$ cat src/rtl/ric_pkg.sv
// Shared types, codes and CRC helpers for the ROM image CRC checker.
// No dependencies; every other file imports this package.
package ric_pkg;

  localparam int unsigned PosW     = 17;
  localparam int unsigned CfgIdxW  = 8;
  localparam int unsigned QDepth   = 2;
  localparam int unsigned QPtrW    = $clog2(QDepth);
  localparam int unsigned QCntW    = $clog2(QDepth + 1);

  localparam logic [CfgIdxW-1:0] REG_CRC_SEED    = 8'd0;
  localparam logic [CfgIdxW-1:0] REG_HEADER_CODE = 8'd1;

  localparam logic [15:0] CRC_MASK         = 16'hffff;
  localparam logic [15:0] HEADER_CODE_INIT = 16'h55aa;

  localparam logic [1:0] STATUS_OK        = 2'd0;
  localparam logic [1:0] STATUS_CRC_ERR   = 2'd1;
  localparam logic [1:0] STATUS_NO_HEADER = 2'd2;

  // Role of a byte within the trailer words
  typedef enum logic [2:0] {
    ROLE_NONE,
    ROLE_CRC_LO,
    ROLE_CRC_HI,
    ROLE_HDR_LO,
    ROLE_HDR_HI
  } role_t;

  typedef struct packed {
    logic [7:0]  data_byte;
    logic        image_start;
    logic        crc_en;
    role_t       role;
    logic [15:0] length;
  } entry_t;

  typedef struct packed {
    logic [1:0]  status;
    logic [15:0] computed_crc;
    logic [15:0] stored_crc;
    logic [15:0] image_length;
    logic [15:0] header_word;
  } result_t;

  function automatic logic [15:0] nib_tab(input logic [3:0] idx);
    logic [15:0] v;
    case (idx)
      4'h0: v = 16'h0000;
      4'h1: v = 16'h1081;
      4'h2: v = 16'h2102;
      4'h3: v = 16'h3183;
      4'h4: v = 16'h4204;
      4'h5: v = 16'h5285;
      4'h6: v = 16'h6306;
      4'h7: v = 16'h7387;
      4'h8: v = 16'h8408;
      4'h9: v = 16'h9489;
      4'ha: v = 16'ha50a;
      4'hb: v = 16'hb58b;
      4'hc: v = 16'hc60c;
      4'hd: v = 16'hd68d;
      4'he: v = 16'he70e;
      default: v = 16'hf78f;
    endcase
    return v;
  endfunction

  // Reflected CRC-16 (0x8408), low nibble first
  function automatic logic [15:0] crc_byte(input logic [15:0] c, input logic [7:0] b);
    logic [15:0] c1;
    c1 = nib_tab(c[3:0] ^ b[3:0]) ^ (c >> 4);
    return nib_tab(c1[3:0] ^ b[7:4]) ^ (c1 >> 4);
  endfunction

endpackage

$ cat src/rtl/ric_if.sv


interface ric_result_if;
  logic        valid;
  logic        ready;
  logic [1:0]  status;
  logic [15:0] computed_crc;
  logic [15:0] stored_crc;
  logic [15:0] image_length;
  logic [15:0] header_word;
  modport source (output valid, status, computed_crc, stored_crc, image_length,
                  header_word, input ready);
  modport sink (input valid, status, computed_crc, stored_crc, image_length,
                header_word, output ready);
endinterface


$ cat src/rtl/ric_back.sv
// Back end: runs the CRC, captures trailer words, decides the verdict and
// holds it in the output register. Depends on ric_pkg and ric_if.
module ric_back import ric_pkg::*; (
  input  logic          clk,
  input  logic          rst,
  input  logic          q_valid,
  input  entry_t        q_head,
  output logic          pop,
  input  logic [15:0]   crc_seed,
  input  logic [15:0]   header_code,
  ric_result_if.source  result_out
);

  logic        run;
  logic [15:0] crc;
  logic [7:0]  low_hold;
  logic [15:0] captured;
  logic        out_valid;
  result_t     out_res;

  logic        active;
  logic [15:0] crc_base;
  logic [15:0] crc_new;
  logic [15:0] word;
  logic [15:0] final_crc;
  logic        emit;
  logic        finish;
  result_t     res;

  assign pop    = q_valid && (!out_valid || result_out.ready);
  assign active = q_head.image_start || run;

  always_comb begin
    crc_base  = q_head.image_start ? (crc_seed ^ CRC_MASK) : crc;
    crc_new   = (active && q_head.crc_en) ? crc_byte(crc_base, q_head.data_byte) : crc_base;
    final_crc = crc_new ^ CRC_MASK;
    word      = {q_head.data_byte, low_hold};
    emit      = 1'b0;
    finish    = 1'b0;
    res.status       = STATUS_OK;
    res.computed_crc = final_crc;
    res.stored_crc   = captured;
    res.image_length = q_head.length;
    res.header_word  = word;
    if (active) begin
      unique case (q_head.role)
        ROLE_CRC_HI: begin
          res.stored_crc  = word;
          res.status      = STATUS_CRC_ERR;
          res.header_word = '0;
          if (word != final_crc) begin
            emit   = 1'b1;
            finish = 1'b1;
          end
        end
        ROLE_HDR_HI: begin
          emit       = 1'b1;
          finish     = 1'b1;
          res.status = (word == header_code) ? STATUS_OK : STATUS_NO_HEADER;
        end
        default: begin
        end
      endcase
    end
  end

  always_ff @(posedge clk) begin
    if (pop && active) begin
      crc <= crc_new;
      case (q_head.role) inside
        ROLE_CRC_LO, ROLE_HDR_LO: low_hold <= q_head.data_byte;
        ROLE_CRC_HI:              captured <= word;
        default: begin
        end
      endcase
    end
    if (pop && emit) begin
      out_res <= res;
    end
  end

  always_ff @(posedge clk) begin
    if (rst) begin
      run       <= 1'b0;
      out_valid <= 1'b0;
    end else begin
      if (pop && active) begin
        run <= !finish;
      end
      if (pop && emit) begin
        out_valid <= 1'b1;
      end else if (result_out.ready) begin
        out_valid <= 1'b0;
      end
    end
  end

  assign result_out.valid        = out_valid;
  assign result_out.status       = out_res.status;
  assign result_out.computed_crc = out_res.computed_crc;
  assign result_out.stored_crc   = out_res.stored_crc;
  assign result_out.image_length = out_res.image_length;
  assign result_out.header_word  = out_res.header_word;

endmodule

$ cat src/flat_wrapper.sv
// flat-port wrapper written by rule: the top's interface ports become plain ports
module ric_back_flat import ric_pkg::*;
  (clk, rst, q_valid, q_head, pop, crc_seed, header_code, result_out_valid, result_out_status, result_out_computed_crc, result_out_stored_crc, result_out_image_length, result_out_header_word, result_out_ready);
  ric_result_if result_out_i ();
  input  logic clk;
  input  logic rst;
  input  logic q_valid;
  input  entry_t q_head;
  output logic pop;
  input  logic [15:0] crc_seed;
  input  logic [15:0] header_code;
  output wire logic [$bits(result_out_i.valid)-1:0] result_out_valid;
  output wire logic [$bits(result_out_i.status)-1:0] result_out_status;
  output wire logic [$bits(result_out_i.computed_crc)-1:0] result_out_computed_crc;
  output wire logic [$bits(result_out_i.stored_crc)-1:0] result_out_stored_crc;
  output wire logic [$bits(result_out_i.image_length)-1:0] result_out_image_length;
  output wire logic [$bits(result_out_i.header_word)-1:0] result_out_header_word;
  input wire logic [$bits(result_out_i.ready)-1:0] result_out_ready;
  assign result_out_valid = result_out_i.valid;
  assign result_out_status = result_out_i.status;
  assign result_out_computed_crc = result_out_i.computed_crc;
  assign result_out_stored_crc = result_out_i.stored_crc;
  assign result_out_image_length = result_out_i.image_length;
  assign result_out_header_word = result_out_i.header_word;
  assign result_out_i.ready = result_out_ready;
  ric_back u_core (.clk(clk), .rst(rst), .q_valid(q_valid), .q_head(q_head), .pop(pop), .crc_seed(crc_seed), .header_code(header_code), .result_out(result_out_i));
endmodule
$ cat config.mk
export PLATFORM = sky130hd
export DESIGN_NAME = ric_back_flat
export DESIGN_NICKNAME = d
export VERILOG_FILES = /design/src/rtl/ric_pkg.sv /design/src/rtl/ric_if.sv /design/src/rtl/ric_back.sv /design/src/flat_wrapper.sv
export SDC_FILE = /design/constraint.sdc
export NUM_CORES = 1
export LEC_CHECK = 0
export BUFFER_PORTS_ARGS = -buffer_cell sky130_fd_sc_hd__buf_2
export CORE_MARGIN = 2
export CORE_UTILIZATION = 25
export DETAILED_ROUTE_END_ITERATION = 10
export GPL_TIMING_DRIVEN = 0
export HOLD_SLACK_MARGIN = 0.1
export PLACE_DENSITY_LB_ADDON = 0.2
export SYNTH_ARGS = -nofsm -noshare
export SYNTH_HDL_FRONTEND = slang
export SYNTH_SLANG_ARGS = --single-unit
$ cat constraint.sdc
create_clock -name clk -period 10.7 [get_ports clk]
set_input_delay 0.535 -clock clk [delete_from_list [all_inputs] [get_ports clk]]
set_output_delay 0.535 -clock clk [all_outputs]
set_load 0.1 [all_outputs]
==> run_results.csv, run 1 <==
group,metric,value,unit
status,status,"complete, no violations",
setup_path,startpoint_type,"primary input",
floorplanning,initial_core_util,25.5,%
yosys,synth-seq-cells,108,
floorplanning,die_w,153,µm
layout,layout_common_cells,"136 x buf_2, 106 x edfxtp_1, 64 x nand2_1",
setup_path,path_class,"primary input to flop",
global_route,grt_max_degree,67,
yosys,muxShareOfSynthArea,4.30,%
timing,timing.final.ws_setup,6.68,ns
layout,final_area,6930,µm²
setup_path,crit_cells,10,
yosys,synth_top_family_by_area,"simple AND/OR/NAND/NOR gates",
yosys,synth_area_leaders,"edfxtp_1 57%, xnor2_1 7.4%, nand2_1 4.3%, mux2_2 3.2%, xor2_1 2.5%",
setup_path,cp_num_buf_inv,3,
floorplanning,rows,54,
placed_design,dpl_cell_area,6620,µm²
clocking,cts_max_level,3,
layout,final_common_cell,"buf_2",
timing,worstMarginPinSlew,0.934,ns
global_route,grt-ovfl-total,0,
timing,maxClockFrequency,0.249,GHz
route,ant_nets,0,
min_path,hold_path.class,"primary input to flop",
yosys,yosysTopAreaCell,"edfxtp_1",
global_route,grt_usage,13.9,%
yosys,synth_compound_area_share,8.20,%
route,vias,4048,
global_route,grt_antenna_before_repair,0,
clocking,cts_hold_buf,0,
layout,diodes,0,
layout,drive_gt1_share,30.9,%
placed_design,gp_congestion,0.892,
yosys,synthSimpleGateAreaFrac,14.4,%
yosys,synth_xor_area_share,11.9,%
route,firstDrtPassIters,4,
setup_path,worstPathArrival,4.01,ns
pwr,ir_drop,0.0496,mV
pwr,leakage,2.71,nW
yosys,synth_seq_area_share,57.7,%
yosys,synth_edf_count,106,
clocking,postCtsSetupBuffers,0,
pwr,power.density,156,nW/µm²
clocking,path_clk_slew,0.08,ns
setup_path,cp_max_fo,66,
yosys,synth_ff_type,"edfxtp_1",
clocking,cts_buffers,9,
setup_path,required,10.69,ns
global_route,grt_pass1_wl,25000,µm
route,wl_per_cell,17.8,µm
yosys,synth_area_per_cell,11.8,µm²
floorplanning,dieArea,23500,µm²
yosys,synth_adder_area_share,0,%
floorplanning,coreArea,21900,µm²
layout,fillers,2300,
layout,area_delta_synth_final,24.2,%
route,drt_wl_total,16100,µm
clocking,clock_latency,0.36,ns
layout,nNetsFinal,682,
setup_path,crit_chain,"buf_2 -> buf_6 -> inv_2 -> a21oi_1 -> xor3_1 -> or3_1 -> a221o_1 -> or4_1 -> or4_4 -> and2_4",
global_route,grt_pass1_vias,4303,
setup_path,cp_top_family,"simple AND/OR/NAND/NOR gates",
route,drt_iter0_drc,263,
yosys,async_flop_share,0,%
clocking,post_cts_resized,0,
timing,period_share,37.6,%
timing,slew_violations,0,
setup_path,slowest_delay,0.65,ns
timing,totalNegativeSetupSlack,0,ns
timing,layout_min_cycle_time,4.02,ns
placed_design,pre_cts_slack,6.26,ns
yosys,yosysWarnings,0,
yosys,synthCells,473,
yosys,synth_area,5580,µm²
yosys,ys_types,62,
timing,clock_skew,0.00875,ns
floorplanning,die_y,153,µm
clocking,clock_path_buffers,2,
route,via_per_inst,4.49,
timing,holdWs,0.342,ns
setup_path,cp_slowest_cell,"a21oi_1",
layout,utilization,31.7,%
yosys,synthDominantCellAreaShare,57.0,%
setup_path,worstSetupEndpointType,"flop",
clocking,cts_tree,"built",
clocking,cts_num_sinks,108,
clocking,root_buffer,"clkbuf_16",
floorplanning,boundaryPins,133,
min_path,whs_path_depth,1,
timing,rsz0062_at_grt,"false",
yosys,syn-num-nets,538,
placed_design,numPortBuffers,131,
setup_path,worst_r2r_path_depth,8,
timing,setup-violations-final,0,
timing,hold_violations,0,
job,cap_violations,0,
timing,relSlewSlack,37.7,%
placed_design,dpl.hpwl,12400,µm
route,drc,0,
## final timing paths
path                                             to          startpoint  slack, ns
setup reg to reg  u_core.result_out.computed_crc[2]          u_core.run       6.78
setup / recovery  u_core.result_out.computed_crc[2]          q_head[20]       6.68
hold / removal    u_core.result_out.image_length[1]           q_head[1]       0.34
hold reg to reg     u_core.result_out.stored_crc[2]  u_core.captured[2]       0.56
## final cells by class
type	count	area, µm²	area share [%]
clock inverters	7	80.1	1.16
multi-input cells	318	2180	31.5
repair buffers	133	678	9.78
well taps	280	350	5.05
flip-flops and latches	108	3220	46.5
inverters	24	90.1	1.30
clock buffers	9	225	3.25
plain buffers	23	105	1.52
## per-stage QoR
step | total power [mW] | instances
floorplan | 0.676 | 473
global placement | 0.735 | 884
detailed placement | 0.738 | 886
CTS | 1.09 | 902
global route | 1.13 | 902
finish | 1.08 | 902
## worst register-to-register path: cells and delay by family, from the launching register on
kind / cells / cell delay (ns)
and+or+nand+nor: 4 / 2.13
AOI/OAI and AO/OA: 3 / 0.69
DFF: 1 / 0.31
buffers and inverters: 1 / 0.36
## kinds of logic after synthesis
family                 after synthesis
buffers and inverters               47
flip-flops                         108
multiplexers                        22
AO/OA/AOI/OAI                       69
XOR/XNOR                            68
AND/OR/NAND/NOR                    159
## power by group
part           total (mW)  internal, mW  switching, mW
Sequential          0.499         0.490        0.00872
Clock               0.352         0.185          0.167
Combinational       0.228        0.0775          0.151
## routing by layer
layer	part of all wire, %	wire length [µm]	up-vias	track usage [%]
met5	0	0	-	0
met1	45	7250	1970	18.2
met2	48	7740	95	23.4
met4	1.9	305	0	4.94
li1	-	-	1968	-
met3	4.8	772	15	2.21
## cell usage after synthesis (2+ instances only)
| cell | number |
|---|---|
| o211ai_1 | 2 |
| or2_2 | 4 |
| a211oi_1 | 2 |
| buf_2 | 5 |
| a221o_1 | 2 |
| nor2b_1 | 6 |
| o21ai_0 | 17 |
| or4_4 | 2 |
| xnor2_1 | 47 |
| mux2_2 | 16 |
| nand3_1 | 6 |
| a31oi_1 | 2 |
| nor4_1 | 2 |
| nand2b_1 | 5 |
| or4_1 | 2 |
| a21o_1 | 5 |
| nand4_1 | 5 |
| nor2_1 | 24 |
| or3_1 | 2 |
| o21ai_1 | 3 |
| o2111ai_1 | 4 |
| clkbuf_1 | 14 |
| xor2_1 | 16 |
| nor3b_1 | 2 |
| dfxtp_1 | 2 |
| nand2_1 | 64 |
| nor3_1 | 4 |
| edfxtp_1 | 106 |
| and3_1 | 5 |
| a21oi_1 | 18 |
| xnor3_1 | 4 |
| a211o_1 | 2 |
| and2_1 | 18 |
| inv_1 | 22 |
| mux2i_1 | 6 |
## state kept, by name, indices dropped and copies added, names as in the netlist
register,count
u_core.result_out.image_length,16
u_core.captured,16
u_core.result_out.status,2
u_core.result_out.header_word,16
u_core.result_out.valid,1
u_core.result_out.computed_crc,16
u_core.run,1
u_core.low_hold,8
u_core.result_out.stored_crc,16
u_core.crc,16
(Power assumes the default switching activity.)
==> run 2, diff against run 1 <==
--- a/config.mk
+++ b/config.mk
@@ -5,6 +5,7 @@
 export SDC_FILE = /design/constraint.sdc
 export NUM_CORES = 1
 export LEC_CHECK = 0
+export ABC_AREA = 1
 export BUFFER_PORTS_ARGS = -buffer_cell sky130_fd_sc_hd__buf_2
 export CORE_MARGIN = 2
 export CORE_UTILIZATION = 25
==> constraint.sdc (replaced) <==
create_clock -name clk -period 3.4 [get_ports clk]
set_input_delay 0.17 -clock clk [delete_from_list [all_inputs] [get_ports clk]]
set_output_delay 0.17 -clock clk [all_outputs]
set_load 0.1 [all_outputs]
==> run_results.csv, run 2 <==
group,metric,value,unit
setup_path,startpoint_type,"flop",
layout,layout_common_cells,"183 x nand2_1, 138 x buf_2, 106 x edfxtp_1",
timing,setup-violations-final,0,
min_path,whs_path_depth,1,
timing,hold_violations,0,
timing,slew_violations,0,
yosys,synth_ff_type,"edfxtp_1",
timing,layout_min_cycle_time,3.07,ns
job,cap_violations,0,
clocking,clock_latency,0.36,ns
global_route,grt_antenna_before_repair,1,
floorplanning,rows,53,
timing,maxClockFrequency,0.326,GHz
yosys,synthCells,605,
min_path,hp-start,"q_head[27]",
floorplanning,coreArea,21100,µm²
clocking,path_clk_slew,0.08,ns
yosys,synth_area_leaders,"edfxtp_1 59%, nand2_1 13%, inv_1 6.3%, nand3_1 5.8%, nor2_1 4.0%",
yosys,syn-num-nets,670,
clocking,cts_max_level,3,
setup_path,slowest_delay,0.55,ns
timing,rsz0062_at_grt,"false",
pwr,leakage,3.19,nW
clocking,cts_tree,"built",
setup_path,cp_max_fo,10,
route,drt_wl_total,15700,µm
clocking,cts_num_sinks,108,
route,drt_iter0_drc,307,
route,via_per_inst,4.16,
timing,worstMarginPinSlew,1.11,ns
global_route,grt_usage,14.0,%
route,firstDrtPassIters,6,
route,drc,0,
yosys,netlist_top_cells_count,"183 x nand2_1, 106 x edfxtp_1, 91 x inv_1, 63 x nand3_1, 58 x nor2_1",
yosys,synth_seq_area_share,59.8,%
setup_path,cp_slowest_cell,"dlygate4sd3_1",
global_route,grt_pass1_vias,4241,
yosys,synth_area_per_cell,8.91,µm²
global_route,grt-ovfl-total,0,
yosys,synth_edf_count,106,
yosys,synthDominantCellAreaShare,59.0,%
clocking,postCtsSetupBuffers,0,
floorplanning,die_y,151,µm
pwr,power.density,462,nW/µm²
pwr,ir_drop,0.166,mV
setup_path,worstPathArrival,3.32,ns
placed_design,numPortBuffers,132,
pwr,p_total,3.21,mW
layout,area_delta_synth_final,29.0,%
floorplanning,dieArea,22800,µm²
floorplanning,initial_core_util,25.6,%
setup_path,path_class,"flop to flop",
setup_path,worst_r2r_path_depth,18,
setup_path,crit_top_cell,"nand2_1",
clocking,root_buffer,"clkbuf_16",
yosys,yosysWarnings,0,
setup_path,crit_chain,"nor2_2 -> nor2_2 -> inv_2 -> buf_2 -> nand2_1 -> nand2_1 -> nand2_1 -> nand2_1 -> nand2_1 -> nor2_1 -> nand2_1 -> nor2_1 -> nand3_1 -> nand2_1 -> nand2_1 -> nand2_2 -> a21oi_1 -> dlygate4sd3_1",
yosys,yosysTopAreaCell,"edfxtp_1",
setup_path,required,3.65,ns
min_path,hold_path.class,"primary input to flop",
layout,final_cells,1053,
setup_path,cp_top_family,"simple AND/OR/NAND/NOR gates",
route,wl_per_cell,14.9,µm
placed_design,gp_congestion,0.845,
setup_path,worstSetupEndpointType,"flop",
min_path,worstHoldEndpoint,"u_core.low_hold[6]",
yosys,synth_area,5390,µm²
timing,clock_skew,0.0109,ns
timing,relSlewSlack,25.4,%
route,vias,4381,
setup_path,rrSetupSlack,0.33,ns
layout,nNetsFinal,838,
status,status,"complete, no violations",
layout,drive_gt1_share,23.7,%
setup_path,worstReg2RegStart,"u_core.run",
setup_path,cp_num_buf_inv,3,
setup_path,reg2reg_to,"u_core.result_out.valid",
placed_design,dp_cells,1014,
placed_design,dpl.hpwl,11700,µm
floorplanning,boundaryPins,133,
global_route,grt_pass1_wl,23500,µm
clocking,cts_buffers,9,
clocking,clock_path_buffers,2,
route,ant_nets,0,
yosys,ys_types,28,
yosys,yosysMostFrequentCell,"nand2_1",
layout,final_common_cell,"nand2_1",
yosys,synth-seq-cells,108,
global_route,grt_max_degree,41,
floorplanning,die_w,151,µm
yosys,async_flop_share,0,%
timing,period_share,90.2,%
[run 2: through the flow]
| step | util (%) | worst slack, ns | instance area (µm²) | hold slack, ns | TNS, ns |
|---|---|---|---|---|---|
| 6_report | 33.0 | 0.333 | 6960 | 0.123 | 0 |
| 4_1_cts | 33.0 | 0.137 | 6950 | 0.106 | 0 |
| 3_5_place_dp | 30.5 | 0.00419 | 6440 | 0.348 | 0 |
| 2_1_floorplan | - | 0.454 | 5390 | 0.239 | 0 |
| 3_3_place_gp | 30.3 | -0.561 | 6400 | 0.347 | -39.10 |
| 5_1_grt | 33.0 | 0.0408 | 6950 | 0.124 | 0 |
[run 2: metal layers]
metal / GRT usage (%) / share of wire, %
met3: 2.23 / 5.4
met4: 5.00 / 1.5
met5: 0 / 0
met2: 21.9 / 44
met1: 19.7 / 49
[run 2: area by class of cell]
type                       instances  area, µm²
fill                            2228      14100
buffer                            17       82.6
clock buffer                       9        225
antenna                            1       2.50
inverter                          97        369
timing repair buffer             158        936
multi-input combinational        382       1720
tap                              275        344
clock inverter                     6       50.0
sequential                       108       3220
[run 2: cells by family (layout without fill, tap and decap cells)]
logic type / count (synthesis) / count (layout) / synth area share (%)
simple gates: 331 / 331 / 25.8
buf+inv: 115 / 287 / 8.35
flops: 108 / 108 / 59.8
compound gates: 37 / 37 / 3.81
xor+xnor: 14 / 14 / 2.27
other cells: 0 / 1 / 0
[run 2: worst max-delay path by stage]
stage | slack, ns | depth (start not counted) | from | to
after CTS | 0.14 | 20 | q_head[24] | u_core.result_out.header_word[2]
after global routing | 0.04 | 18 | u_core.run | u_core.result_out.valid
final | 0.33 | 18 | u_core.run | u_core.result_out.valid
after global placement | -0.56 | 17 | q_head[22] | u_core.result_out.header_word[12]
after floorplan | 0.45 | 5 | u_core.result_out.valid | u_core.captured[0]
after detailed placement | 0.004 | 18 | q_head[22] | u_core.result_out.header_word[8]
[run 2: report_power, final]
part / leakage (nW) / internal (mW) / total (mW) / switching [mW]
sequential: 0.988 / 1.54 / 1.56 / 0.0202
combinational: 2.07 / 0.172 / 0.624 / 0.452
clock: 0.134 / 0.504 / 1.03 / 0.529
total: 3.19 / 2.21 / 3.21 / 1.00
[run 2: what timing repair did]
item                       in CTS  in global routing
gates resized for setup         0                  1
setup endpoints to repair       0                 41
hold buffers                   24                  0
hold endpoints to repair       24                  0
[run 2: worst reg2reg max path, cell delays in order (launching register included)]
cell	delay [ns]
dfxtp_1	0.33
nor2_2	0.27
nor2_2	0.11
inv_2	0.18
buf_2	0.28
nand2_1	0.11
nand2_1	0.15
nand2_1	0.07
nand2_1	0.08
nand2_1	0.05
nor2_1	0.10
nand2_1	0.06
nor2_1	0.14
nand3_1	0.11
nand2_1	0.07
nand2_1	0.11
nand2_2	0.13
a21oi_1	0.07
dlygate4sd3_1	0.55
